<file path="config.mk">
export PLATFORM = sky130hd
export DESIGN_NAME = status_led_blink_sequencer_top
export DESIGN_NICKNAME = d
export VERILOG_FILES = /design/src/rtl/slbs_pkg.sv /design/src/rtl/status_led_blink_sequencer_top.sv /design/src/rtl/slbs_regs.sv /design/src/rtl/slbs_core.sv
export VERILOG_INCLUDE_DIRS = /design/src /design/src/rtl
export SDC_FILE = /design/constraint.sdc
export NUM_CORES = 1
export LEC_CHECK = 0
export BUFFER_PORTS_ARGS = -buffer_cell sky130_fd_sc_hd__buf_2
export CELL_PAD_IN_SITES_DETAIL_PLACEMENT = 1
export CELL_PAD_IN_SITES_GLOBAL_PLACEMENT = 2
export CORE_AREA = 2 2 162 125
export DETAILED_ROUTE_END_ITERATION = 7
export DIE_AREA = 0 0 164 127
export PLACE_DENSITY_LB_ADDON = 0.08
export SKIP_LAST_GASP = 1
export SYNTH_ARGS = -nofsm -noshare
export SYNTH_HDL_FRONTEND = slang
export SYNTH_SLANG_ARGS = --single-unit
</file>
<file path="constraint.sdc">
create_clock -name clk -period 5.28 [get_ports clk]
set_clock_uncertainty 0.1 [all_clocks]
set_input_delay 1.056 -clock clk [delete_from_list [all_inputs] [get_ports clk]]
set_output_delay 1.056 -clock clk [all_outputs]
set_load 0.02 [all_outputs]
</file>
<file path="src/rtl/status_led_blink_sequencer_top_defines.svh">
// Assertion macros shared by the sequencer RTL.
// Each macro expects signals named clk and arst_n in the module that uses it.
`ifndef STATUS_LED_BLINK_SEQUENCER_TOP_DEFINES_SVH
`define STATUS_LED_BLINK_SEQUENCER_TOP_DEFINES_SVH

// Same-cycle implication.
`define SLBS_ASSERT_NOW(label, ante, cons) \
	label: assert property (@(posedge clk) disable iff (!arst_n) (ante) |-> (cons)) \
		else $error("slbs: same-cycle check failed");

// Next-cycle implication.
`define SLBS_ASSERT_NEXT(label, ante, cons) \
	label: assert property (@(posedge clk) disable iff (!arst_n) (ante) |=> (cons)) \
		else $error("slbs: next-cycle check failed");

`endif

</file>
<file path="src/rtl/slbs_pkg.sv">
package slbs_pkg;

	typedef struct packed {
		logic       gyro_cal_active;
		logic       mag_cal_active;
		logic       armed_ready;
		logic [7:0] link_rate;
		logic [1:0] flight_mode;
		logic [1:0] control_mode;
		logic [1:0] mag_cal_stage;
	} in_t;

	typedef struct packed {
		logic red_on;
		logic green_on;
		logic blue_on;
		logic clear_mag_stage;
	} out_t;

	typedef struct packed {
		logic [6:0]  blink_unit;
		logic [7:0]  link_rate_threshold;
		logic [7:0]  end_gap_threshold;
		logic [15:0] cal_hold_threshold;
	} cfg_t;

	// Register indexes (byte address is four times the index).
	localparam logic [1:0] REG_BLINK_UNIT = 2'd0;
	localparam logic [1:0] REG_LINK_THR   = 2'd1;
	localparam logic [1:0] REG_GAP_THR    = 2'd2;
	localparam logic [1:0] REG_HOLD_THR   = 2'd3;

	localparam logic [6:0]  RST_BLINK_UNIT = 7'd2;
	localparam logic [7:0]  RST_LINK_THR   = 8'd5;
	localparam logic [7:0]  RST_GAP_THR    = 8'd20;
	localparam logic [15:0] RST_HOLD_THR   = 16'd200;

	// Colour codes: bit 0 red, bit 1 green, bit 2 blue.
	localparam logic [2:0] COL_BLACK  = 3'd0;
	localparam logic [2:0] COL_RED    = 3'd1;
	localparam logic [2:0] COL_GREEN  = 3'd2;
	localparam logic [2:0] COL_YELLOW = 3'd3;
	localparam logic [2:0] COL_BLUE   = 3'd4;
	localparam logic [2:0] COL_WHITE  = 3'd7;

	localparam logic [1:0] MODE_IDLE = 2'd0;
	localparam logic [1:0] MODE_GYRO = 2'd1;
	localparam logic [1:0] MODE_MAG  = 2'd2;

	localparam logic [4:0] STEP_WAIT      = 5'd0;
	localparam logic [4:0] STEP_ARM_LONG  = 5'd1;
	localparam logic [4:0] STEP_ARM_GAP   = 5'd2;
	localparam logic [4:0] STEP_ARM_SHORT = 5'd3;
	localparam logic [4:0] STEP_LINK1A    = 5'd4;
	localparam logic [4:0] STEP_LINK1B    = 5'd5;
	localparam logic [4:0] STEP_DARK1A    = 5'd6;
	localparam logic [4:0] STEP_DARK1B    = 5'd7;
	localparam logic [4:0] STEP_LINK2A    = 5'd8;
	localparam logic [4:0] STEP_LINK2B    = 5'd9;
	localparam logic [4:0] STEP_DARK2A    = 5'd10;
	localparam logic [4:0] STEP_DARK2B    = 5'd11;
	localparam logic [4:0] STEP_LINK3A    = 5'd12;
	localparam logic [4:0] STEP_LINK3B    = 5'd13;
	localparam logic [4:0] STEP_DARK3A    = 5'd14;
	localparam logic [4:0] STEP_DARK3B    = 5'd15;
	localparam logic [4:0] STEP_FMODE_A   = 5'd16;
	localparam logic [4:0] STEP_FMODE_B   = 5'd17;
	localparam logic [4:0] STEP_CMODE_A   = 5'd18;
	localparam logic [4:0] STEP_CMODE_B   = 5'd19;
	localparam logic [4:0] STEP_END_GAP   = 5'd20;

	localparam logic [1:0] GYRO_WAIT = 2'd0;
	localparam logic [1:0] GYRO_RUN  = 2'd1;
	localparam logic [1:0] GYRO_HOLD = 2'd2;

	localparam logic [1:0] MAG_WAIT = 2'd0;
	localparam logic [1:0] MAG_RUN  = 2'd1;
	localparam logic [1:0] MAG_DONE = 2'd2;
	localparam logic [1:0] MAG_HOLD = 2'd3;

	localparam logic [1:0] FLIGHT_BLUE  = 2'd0;
	localparam logic [1:0] FLIGHT_WHITE = 2'd1;
	localparam logic [1:0] FLIGHT_GREEN = 2'd2;

	localparam logic [1:0] CTRL_DARK_A = 2'd0;
	localparam logic [1:0] CTRL_DARK_B = 2'd1;

	localparam logic [1:0] STAGE_RESTART = 2'd1;
	localparam logic [1:0] STAGE_DONE    = 2'd2;

endpackage

</file>
<file path="src/rtl/status_led_blink_sequencer_top.sv">
// Channel  | Handshake                   | Payload
// ---------+-----------------------------+------------------------------------
// item     | item_valid / item_stall     | in_t: status flags for one tick
// result   | result_valid / result_stall | out_t: LED colour and stage clear
// config   | psel, penable, pwrite       | paddr / pwdata / prdata, 4 registers
//
// One transaction per clock cycle is sustained unless a stall holds a full result
// register; each tick needs a single pass through the sequencer logic between the
// input register and the result register, where the result of an item is loaded
// once that register is free or being emptied.
// Reset (arst_n low) clears all sequencer state, the valid flags and the
// configuration registers to their documented defaults.
// A stall on a full result register holds it and, while a transaction
// also waits in the input register, raises item_stall in that same cycle.

module status_led_blink_sequencer_top
	import slbs_pkg::*;
(
	input  logic        clk,
	input  logic        arst_n,
	input  logic        item_valid,
	output logic        item_stall,
	input  in_t         item,
	output logic        result_valid,
	input  logic        result_stall,
	output out_t        result,
	input  logic        psel,
	input  logic        penable,
	input  logic        pwrite,
	input  logic [3:0]  paddr,
	input  logic [31:0] pwdata,
	output logic [31:0] prdata,
	output logic        pready
);

	// Stage 1 holds the accepted transaction; stage 2 holds its result.
	in_t  item_s1;
	logic valid_s1;
	out_t result_s2;
	logic valid_s2;

	cfg_t cfg;
	out_t core_result;
	logic advance;

	// The tick is evaluated when the result register is free or being emptied.
	assign advance    = valid_s1 && (!valid_s2 || !result_stall);
	assign item_stall = valid_s1 && !advance;

	always_ff @(posedge clk or negedge arst_n) begin
		if (!arst_n) begin
			valid_s1 <= 1'b0;
		end else if (!item_stall) begin
			valid_s1 <= item_valid;
		end
	end

	always_ff @(posedge clk) begin
		if (!item_stall && item_valid) begin
			item_s1 <= item;
		end
	end

	always_ff @(posedge clk or negedge arst_n) begin
		if (!arst_n) begin
			valid_s2 <= 1'b0;
		end else if (advance) begin
			valid_s2 <= 1'b1;
		end else if (!result_stall) begin
			valid_s2 <= 1'b0;
		end
	end

	always_ff @(posedge clk) begin
		if (advance) begin
			result_s2 <= core_result;
		end
	end

	assign result_valid = valid_s2;
	assign result       = result_s2;

	slbs_regs u_regs (
		.clk     (clk),
		.arst_n  (arst_n),
		.psel    (psel),
		.penable (penable),
		.pwrite  (pwrite),
		.paddr   (paddr),
		.pwdata  (pwdata),
		.prdata  (prdata),
		.pready  (pready),
		.cfg     (cfg)
	);

	slbs_core u_core (
		.clk     (clk),
		.arst_n  (arst_n),
		.step_en (advance),
		.item    (item_s1),
		.cfg     (cfg),
		.result  (core_result)
	);

endmodule

</file>
<file path="src/rtl/slbs_regs.sv">
module slbs_regs
	import slbs_pkg::*;
(
	input  logic        clk,
	input  logic        arst_n,
	input  logic        psel,
	input  logic        penable,
	input  logic        pwrite,
	input  logic [3:0]  paddr,
	input  logic [31:0] pwdata,
	output logic [31:0] prdata,
	output logic        pready,
	output cfg_t        cfg
);

	cfg_t       cfg_q;
	logic       wr_en;
	logic [1:0] reg_idx;

	assign pready  = 1'b1;
	assign wr_en   = psel & penable & pwrite;
	assign reg_idx = paddr[3:2];
	assign cfg     = cfg_q;

	always_ff @(posedge clk or negedge arst_n) begin
		if (!arst_n) begin
			cfg_q.blink_unit          <= RST_BLINK_UNIT;
			cfg_q.link_rate_threshold <= RST_LINK_THR;
			cfg_q.end_gap_threshold   <= RST_GAP_THR;
			cfg_q.cal_hold_threshold  <= RST_HOLD_THR;
		end else if (wr_en) begin
			case (reg_idx)
				REG_BLINK_UNIT: cfg_q.blink_unit          <= pwdata[6:0];
				REG_LINK_THR:   cfg_q.link_rate_threshold <= pwdata[7:0];
				REG_GAP_THR:    cfg_q.end_gap_threshold   <= pwdata[7:0];
				REG_HOLD_THR:   cfg_q.cal_hold_threshold  <= pwdata[15:0];
				default: ;
			endcase
		end
	end

	always_comb begin
		case (reg_idx)
			REG_BLINK_UNIT: prdata = {25'd0, cfg_q.blink_unit};
			REG_LINK_THR:   prdata = {24'd0, cfg_q.link_rate_threshold};
			REG_GAP_THR:    prdata = {24'd0, cfg_q.end_gap_threshold};
			REG_HOLD_THR:   prdata = {16'd0, cfg_q.cal_hold_threshold};
			default:        prdata = 32'd0;
		endcase
	end

endmodule

</file>
<file path="src/rtl/slbs_core.sv">
`include "status_led_blink_sequencer_top_defines.svh"

module slbs_core
	import slbs_pkg::*;
(
	input  logic clk,
	input  logic arst_n,
	input  logic step_en,
	input  in_t  item,
	input  cfg_t cfg,
	output out_t result
);

	logic [1:0]  top_mode_q, top_mode_n;
	logic [4:0]  blink_step_q, blink_step_n;
	logic [7:0]  blink_count_q, blink_count_n;
	logic [1:0]  gyro_step_q, gyro_step_n;
	logic [1:0]  mag_step_q, mag_step_n;
	logic [15:0] hold_count_q, hold_count_n;
	logic [2:0]  colour_q, colour_n;

	logic [2:0]  arm_col, link_col;
	logic [4:0]  cur_step;
	logic        timed;
	logic [7:0]  timed_thr;
	logic [4:0]  timed_next;
	logic        clear;

	assign arm_col  = item.armed_ready ? COL_RED : COL_WHITE;
	assign link_col = (item.link_rate > cfg.link_rate_threshold) ? COL_WHITE : COL_BLACK;

	// The three sub-machines act in order within one tick; later writes win.
	always_comb begin
		top_mode_n    = top_mode_q;
		blink_step_n  = blink_step_q;
		blink_count_n = blink_count_q;
		gyro_step_n   = gyro_step_q;
		mag_step_n    = mag_step_q;
		hold_count_n  = hold_count_q;
		colour_n      = colour_q;
		clear         = 1'b0;
		timed         = 1'b0;
		timed_thr     = {1'b0, cfg.blink_unit};
		timed_next    = blink_step_q + 5'd1;

		if (top_mode_q == MODE_IDLE) begin
			if (item.gyro_cal_active) begin
				blink_step_n = STEP_WAIT;
				top_mode_n   = MODE_GYRO;
			end else if (item.mag_cal_active) begin
				blink_step_n = STEP_WAIT;
				top_mode_n   = MODE_MAG;
			end
		end

		cur_step = blink_step_n;
		case (cur_step)
			STEP_WAIT: begin
				if (top_mode_n == MODE_IDLE) begin
					blink_step_n  = STEP_ARM_LONG;
					blink_count_n = 8'd0;
				end
			end
			STEP_ARM_LONG: begin
				colour_n  = arm_col;
				timed     = 1'b1;
				timed_thr = {cfg.blink_unit, 1'b0};
			end
			STEP_ARM_SHORT: begin
				colour_n = arm_col;
				timed    = 1'b1;
			end
			STEP_LINK1A, STEP_LINK1B, STEP_LINK2A, STEP_LINK2B,
			STEP_LINK3A, STEP_LINK3B: begin
				colour_n = link_col;
				timed    = 1'b1;
			end
			STEP_ARM_GAP, STEP_DARK1A, STEP_DARK1B, STEP_DARK2A, STEP_DARK2B,
			STEP_DARK3A, STEP_DARK3B: begin
				colour_n = COL_BLACK;
				timed    = 1'b1;
			end
			STEP_FMODE_A, STEP_FMODE_B: begin
				if (item.flight_mode == FLIGHT_BLUE)
					colour_n = COL_BLUE;
				else if (item.flight_mode == FLIGHT_WHITE)
					colour_n = COL_WHITE;
				else if (item.flight_mode == FLIGHT_GREEN)
					colour_n = COL_GREEN;
				timed = 1'b1;
			end
			STEP_CMODE_A, STEP_CMODE_B: begin
				if (item.control_mode inside {CTRL_DARK_A, CTRL_DARK_B})
					colour_n = COL_BLACK;
				timed = 1'b1;
			end
			STEP_END_GAP: begin
				colour_n   = COL_BLACK;
				timed      = 1'b1;
				timed_thr  = cfg.end_gap_threshold;
				timed_next = STEP_WAIT;
			end
			default: blink_step_n = STEP_WAIT;
		endcase

		if (timed) begin
			if (blink_count_q > timed_thr) begin
				blink_step_n  = timed_next;
				blink_count_n = 8'd0;
			end else begin
				blink_count_n = blink_count_q + 8'd1;
			end
		end

		case (gyro_step_q)
			GYRO_WAIT: begin
				if (top_mode_n == MODE_GYRO) begin
					gyro_step_n = GYRO_RUN;
					colour_n    = COL_YELLOW;
				end
			end
			GYRO_RUN: begin
				if (!item.gyro_cal_active) begin
					gyro_step_n = GYRO_HOLD;
					colour_n    = COL_BLACK;
				end
			end
			GYRO_HOLD: begin
				if (hold_count_n > cfg.cal_hold_threshold) begin
					hold_count_n = 16'd0;
					gyro_step_n  = GYRO_WAIT;
					top_mode_n   = MODE_IDLE;
				end else begin
					hold_count_n = hold_count_n + 16'd1;
				end
			end
			default: gyro_step_n = GYRO_WAIT;
		endcase

		case (mag_step_q)
			MAG_WAIT: begin
				if (top_mode_n == MODE_MAG) begin
					mag_step_n = MAG_RUN;
					colour_n   = COL_BLUE;
				end
			end
			MAG_RUN: begin
				if (item.mag_cal_stage == STAGE_DONE) begin
					mag_step_n = MAG_DONE;
					colour_n   = COL_WHITE;
				end
			end
			MAG_DONE: begin
				if (!item.mag_cal_active) begin
					mag_step_n = MAG_HOLD;
					colour_n   = COL_GREEN;
				end else if (item.mag_cal_stage == STAGE_RESTART) begin
					mag_step_n = MAG_RUN;
					colour_n   = COL_YELLOW;
				end
			end
			default: begin
				// Hold after magnetometer calibration; the hold counter is shared.
				if (hold_count_n > cfg.cal_hold_threshold) begin
					hold_count_n = 16'd0;
					mag_step_n   = MAG_WAIT;
					clear        = 1'b1;
					top_mode_n   = MODE_IDLE;
				end else begin
					hold_count_n = hold_count_n + 16'd1;
				end
			end
		endcase
	end

	assign result.red_on          = colour_n[0];
	assign result.green_on        = colour_n[1];
	assign result.blue_on         = colour_n[2];
	assign result.clear_mag_stage = clear;

	always_ff @(posedge clk or negedge arst_n) begin
		if (!arst_n) begin
			top_mode_q    <= MODE_IDLE;
			blink_step_q  <= STEP_WAIT;
			blink_count_q <= 8'd0;
			gyro_step_q   <= GYRO_WAIT;
			mag_step_q    <= MAG_WAIT;
			hold_count_q  <= 16'd0;
			colour_q      <= COL_BLACK;
		end else if (step_en) begin
			top_mode_q    <= top_mode_n;
			blink_step_q  <= blink_step_n;
			blink_count_q <= blink_count_n;
			gyro_step_q   <= gyro_step_n;
			mag_step_q    <= mag_step_n;
			hold_count_q  <= hold_count_n;
			colour_q      <= colour_n;
		end
	end

	`SLBS_ASSERT_NOW(a_gyro_owns_mode, gyro_step_q != GYRO_WAIT, top_mode_q == MODE_GYRO)
	`SLBS_ASSERT_NOW(a_mag_owns_mode, mag_step_q != MAG_WAIT, top_mode_q == MODE_MAG)
	`SLBS_ASSERT_NOW(a_blink_only_idle, blink_step_q != STEP_WAIT, top_mode_q == MODE_IDLE)
	`SLBS_ASSERT_NEXT(a_clear_shows_green, step_en && clear, colour_q == COL_GREEN)

endmodule
</file>
==> impl_metrics.csv <==
group,metric,value,unit
sta,period_needed,4.75,ns
power,sw_frac_of_total,40.2,%
sta,maxSlewHeadroom,14.2,%
synth,yosysWarnings,0,
outcome,status,"complete, no violations",
worst_setup_path,r2r_cells,18,
worst_setup_path,regToRegEndpoint,"u_core.hold_count_q[6]",
finish,antenna_cells,0,
clocking,ctsHoldBuffers,0,
detailed_routing,wl_per_cell,19.2,um
synth,synth_simple_gate_area_share,20.3,%
synth,synth_most_common_cell,"nand2_1",
sta,setup_tns,0,ns
finish,synthToLayoutAreaGrowth,13.3,%
floorplan,rows,44,
synth,async_reset_ff_share,79.8,%
worst_setup_path,cp.arrival,4.91,ns
finish,finalNonFillerCells,1071,
clocking,path_clk_slew,0.07,ns
global_route,overflow,0,
worst_hold_path,hold_path_depth,2,
detailed_routing,wirelength,20.6,mm
worst_hold_path,hp-start,"u_core.colour_q[1]",
synth,yosys.cell_types.count,67,
detailed_routing,detail_route.first_pass.iterations,5,
floorplan,die_w,164,um
worst_setup_path,crit_required,5.44,ns
detailed_routing,drtIter0Drc,396,
placed_design,hpwl,16.1,mm
clocking,cts.sinks,99,
detailed_routing,drc,0,
synth,synth_area,6800,sq um
placed_design,place_congestion,0.860,
placed_design,io_buffers,62,
power,power_frac_seq,39.6,%
sta,rsz0062_at_grt,"no",
placed_design,dp.cells,1055,
clocking,cts_tree,"done",
power,p_leak,3.39,nW
detailed_routing,antenna_left,0,
run,cap_violations,0,
synth,synthAdderAreaFrac,9.57,%
clocking,cts_made_buffers,9,
synth,synth_compound_area_share,16.2,%
worst_hold_path,hold_class,"register to register",
detailed_routing,viasPerCell,5.47,
worst_setup_path,critPathKind,"register to register",
power,power_density,376,nW/um^2
power,ir_drop,0.190,mV
floorplan,die_h,127,um
worst_setup_path,critPathCaptureType,"register",
placed_design,dp_slack,0.524,ns
synth,synth_edf_count,20,
sta,final_max_slew_viol_count,0,
sta,setup_ws,0.532,ns
power,switchingPower,1.16,mW
power,clkPwrFrac,24.2,%
floorplan,io_pins,99,
floorplan,die-area,20800,sq um
clocking,cts_buffer_depth,2,
worst_setup_path,path_max_fanout,11,
power,internal_power,1.73,mW
sta,timing.final.hold_violations,0,
global_route,grt_pass1_wl,33.8,mm
sta,min_period_over_period,89.9,%
global_route,grt_max_degree,47,
global_route,grt_antenna_before_repair,0,
finish,layout.nets,925,
floorplan,initial_core_util,35.6,%
worst_setup_path,start_kind,"register",
clocking,postCtsSetupBuffers,0,
clocking,htreeDepth,3,
clocking,clock_latency,0.36,ns
synth,yosys_register_bits,99,
synth,seq_area_frac_synth,38.0,%
worst_setup_path,rrSetupSlack,0.53,ns
worst_hold_path,min_to,"u_core.colour_q[1]",
global_route,grt.total_usage,20.8,%
sta,worst_slew_pin_slew,1.28,ns
finish,drive_gt1_share,18.5,%
synth,ys.flop_type,"dfrtp_1",
sta,setup_viol,0,
synth,synthMuxAreaShare,5.91,%
synth,postSynthAreaPerCell,9.07,sq um
worst_setup_path,timing.rr.start,"u_core.hold_count_q[13]",
synth,yosysTopAreaCell,"dfrtp_1",
synth,synth_area_leaders,"dfrtp_1, ha_1, edfxtp_1",
detailed_routing,vias,5857,
synth,synthXorXnorAreaFrac,3.61,%
clocking,cts_resized,0,
synth,synth_top_family_by_area,"simple AND/OR/NAND/NOR gates",
sta,fmax,211,MHz
synth,synth_top_area_share,26.1,%
power,combPwrFrac,36.2,%
synth,syn_inst,750,
synth,yosys-top-cells-count,"nand2_1, dfrtp_1, nor2_1",
global_route,grt_pass1_vias,6216,
floorplan,core_area,19100,sq um
clocking,cts_root_buffer,"clkbuf_16",
[placed cells by master, fill, tap and decap left out, types with 19 or more instances in the layout]
cell type / netlist / routed
a21oi_1: 40 / 40
buf_4: 18 / 22
inv_1: 45 / 45
ha_1: 52 / 52
nand2_1: 82 / 82
nor2_1: 60 / 59
nand3_1: 37 / 37
edfxtp_1: 20 / 20
mux2_2: 19 / 19
buf_2: 1 / 61
o21ai_0: 57 / 57
dfrtp_1: 71 / 71
[sequential cells by signal, indices dropped and copies added, names as in the netlist]
signal	flops
u_core.mag_step_q	2
result	4
u_core.blink_count_q	8
valid_s1	1
u_core.blink_step_q	5
u_core.colour_q	3
u_core.hold_count_q	16
result_valid	1
item_s1	16
u_core.top_mode_q	2
u_core.gyro_step_q	2
u_regs.cfg	39
[through the flow]
stage               cell area [sq um]  util [%]  hold slack (ns)  power, mW
floorplan                        6860         -            0.349       1.86
global placement                 7390      38.7            0.368       2.15
detailed placement               7390      38.7            0.388       2.21
CTS                              7700      40.3            0.405       2.93
global route                     7700      40.3            0.417       3.13
finish                           7700      40.3            0.396       2.89
[cell families after synthesis]
group | count (synthesis)
AND/OR/NAND/NOR | 273
adder cells (fa/ha/maj) | 52
multiplexers | 29
other | 2
buffers and inverters | 91
XOR/XNOR | 28
AO/OA/AOI/OAI | 176
flip-flops | 99
[power by group through the flow]
stage / Sequential, mW / Combinational, mW / Clock, mW
floorplan: 1.07 / 0.797 / 0
global placement: 1.15 / 0.999 / 0
detailed placement: 1.16 / 1.05 / 0
CTS: 1.14 / 1.06 / 0.727
global route: 1.17 / 1.20 / 0.754
finish: 1.14 / 1.05 / 0.701
[cell type report]
cell class	instances	area, sq um
Sequential cell	99	2590
Timing Repair Buffer	83	470
Inverter	45	169
Tap cell	253	317
Fill cell	2251	11400
Multi-Input combinational cell	575	3840
Clock inverter	5	52.6
Clock buffer	11	264
[worst max path at each step]
stage | startpoint | end | slack, ns | cells past startpoint
after floorplan | u_core.hold_count_q[15] | u_core.hold_count_q[4] | 0.91 | 17
after global placement | u_core.hold_count_q[13] | u_core.hold_count_q[6] | 0.57 | 18
after detailed placement | u_core.hold_count_q[13] | u_core.hold_count_q[6] | 0.52 | 18
after CTS | u_core.hold_count_q[13] | u_core.hold_count_q[6] | 0.49 | 18
after global routing | u_regs.cfg[15] | u_core.hold_count_q[6] | 0.19 | 19
final | u_core.hold_count_q[13] | u_core.hold_count_q[6] | 0.53 | 18
[worst max-delay path: stages (launching register included)]
cell	delay, ns
dfrtp_1	0.46
ha_1	0.33
nand4_1	0.17
or4_4	0.60
a21o_1	0.20
and3_4	0.20
nor3_4	0.14
buf_4	0.21
nor2_1	0.14
ha_1	0.34
nand4_1	0.14
a211oi_1	0.07
or3_1	0.38
o31a_1	0.32
nor2b_1	0.21
buf_4	0.16
nor2_1	0.16
nand2_1	0.08
o31ai_1	0.21
[layer usage]
| metal | share of wire [%] | wire [um] | GRT usage [%] |
|---|---|---|---|
| met1 | 52 | 10800 | 31.4 |
| met3 | 4.6 | 954 | 3.51 |
| met2 | 42 | 8710 | 31.4 |
| met5 | 0 | 0 | 0 |
| met4 | 0.79 | 163 | 3.82 |
Note: power is estimated with default switching activity, not from simulation.
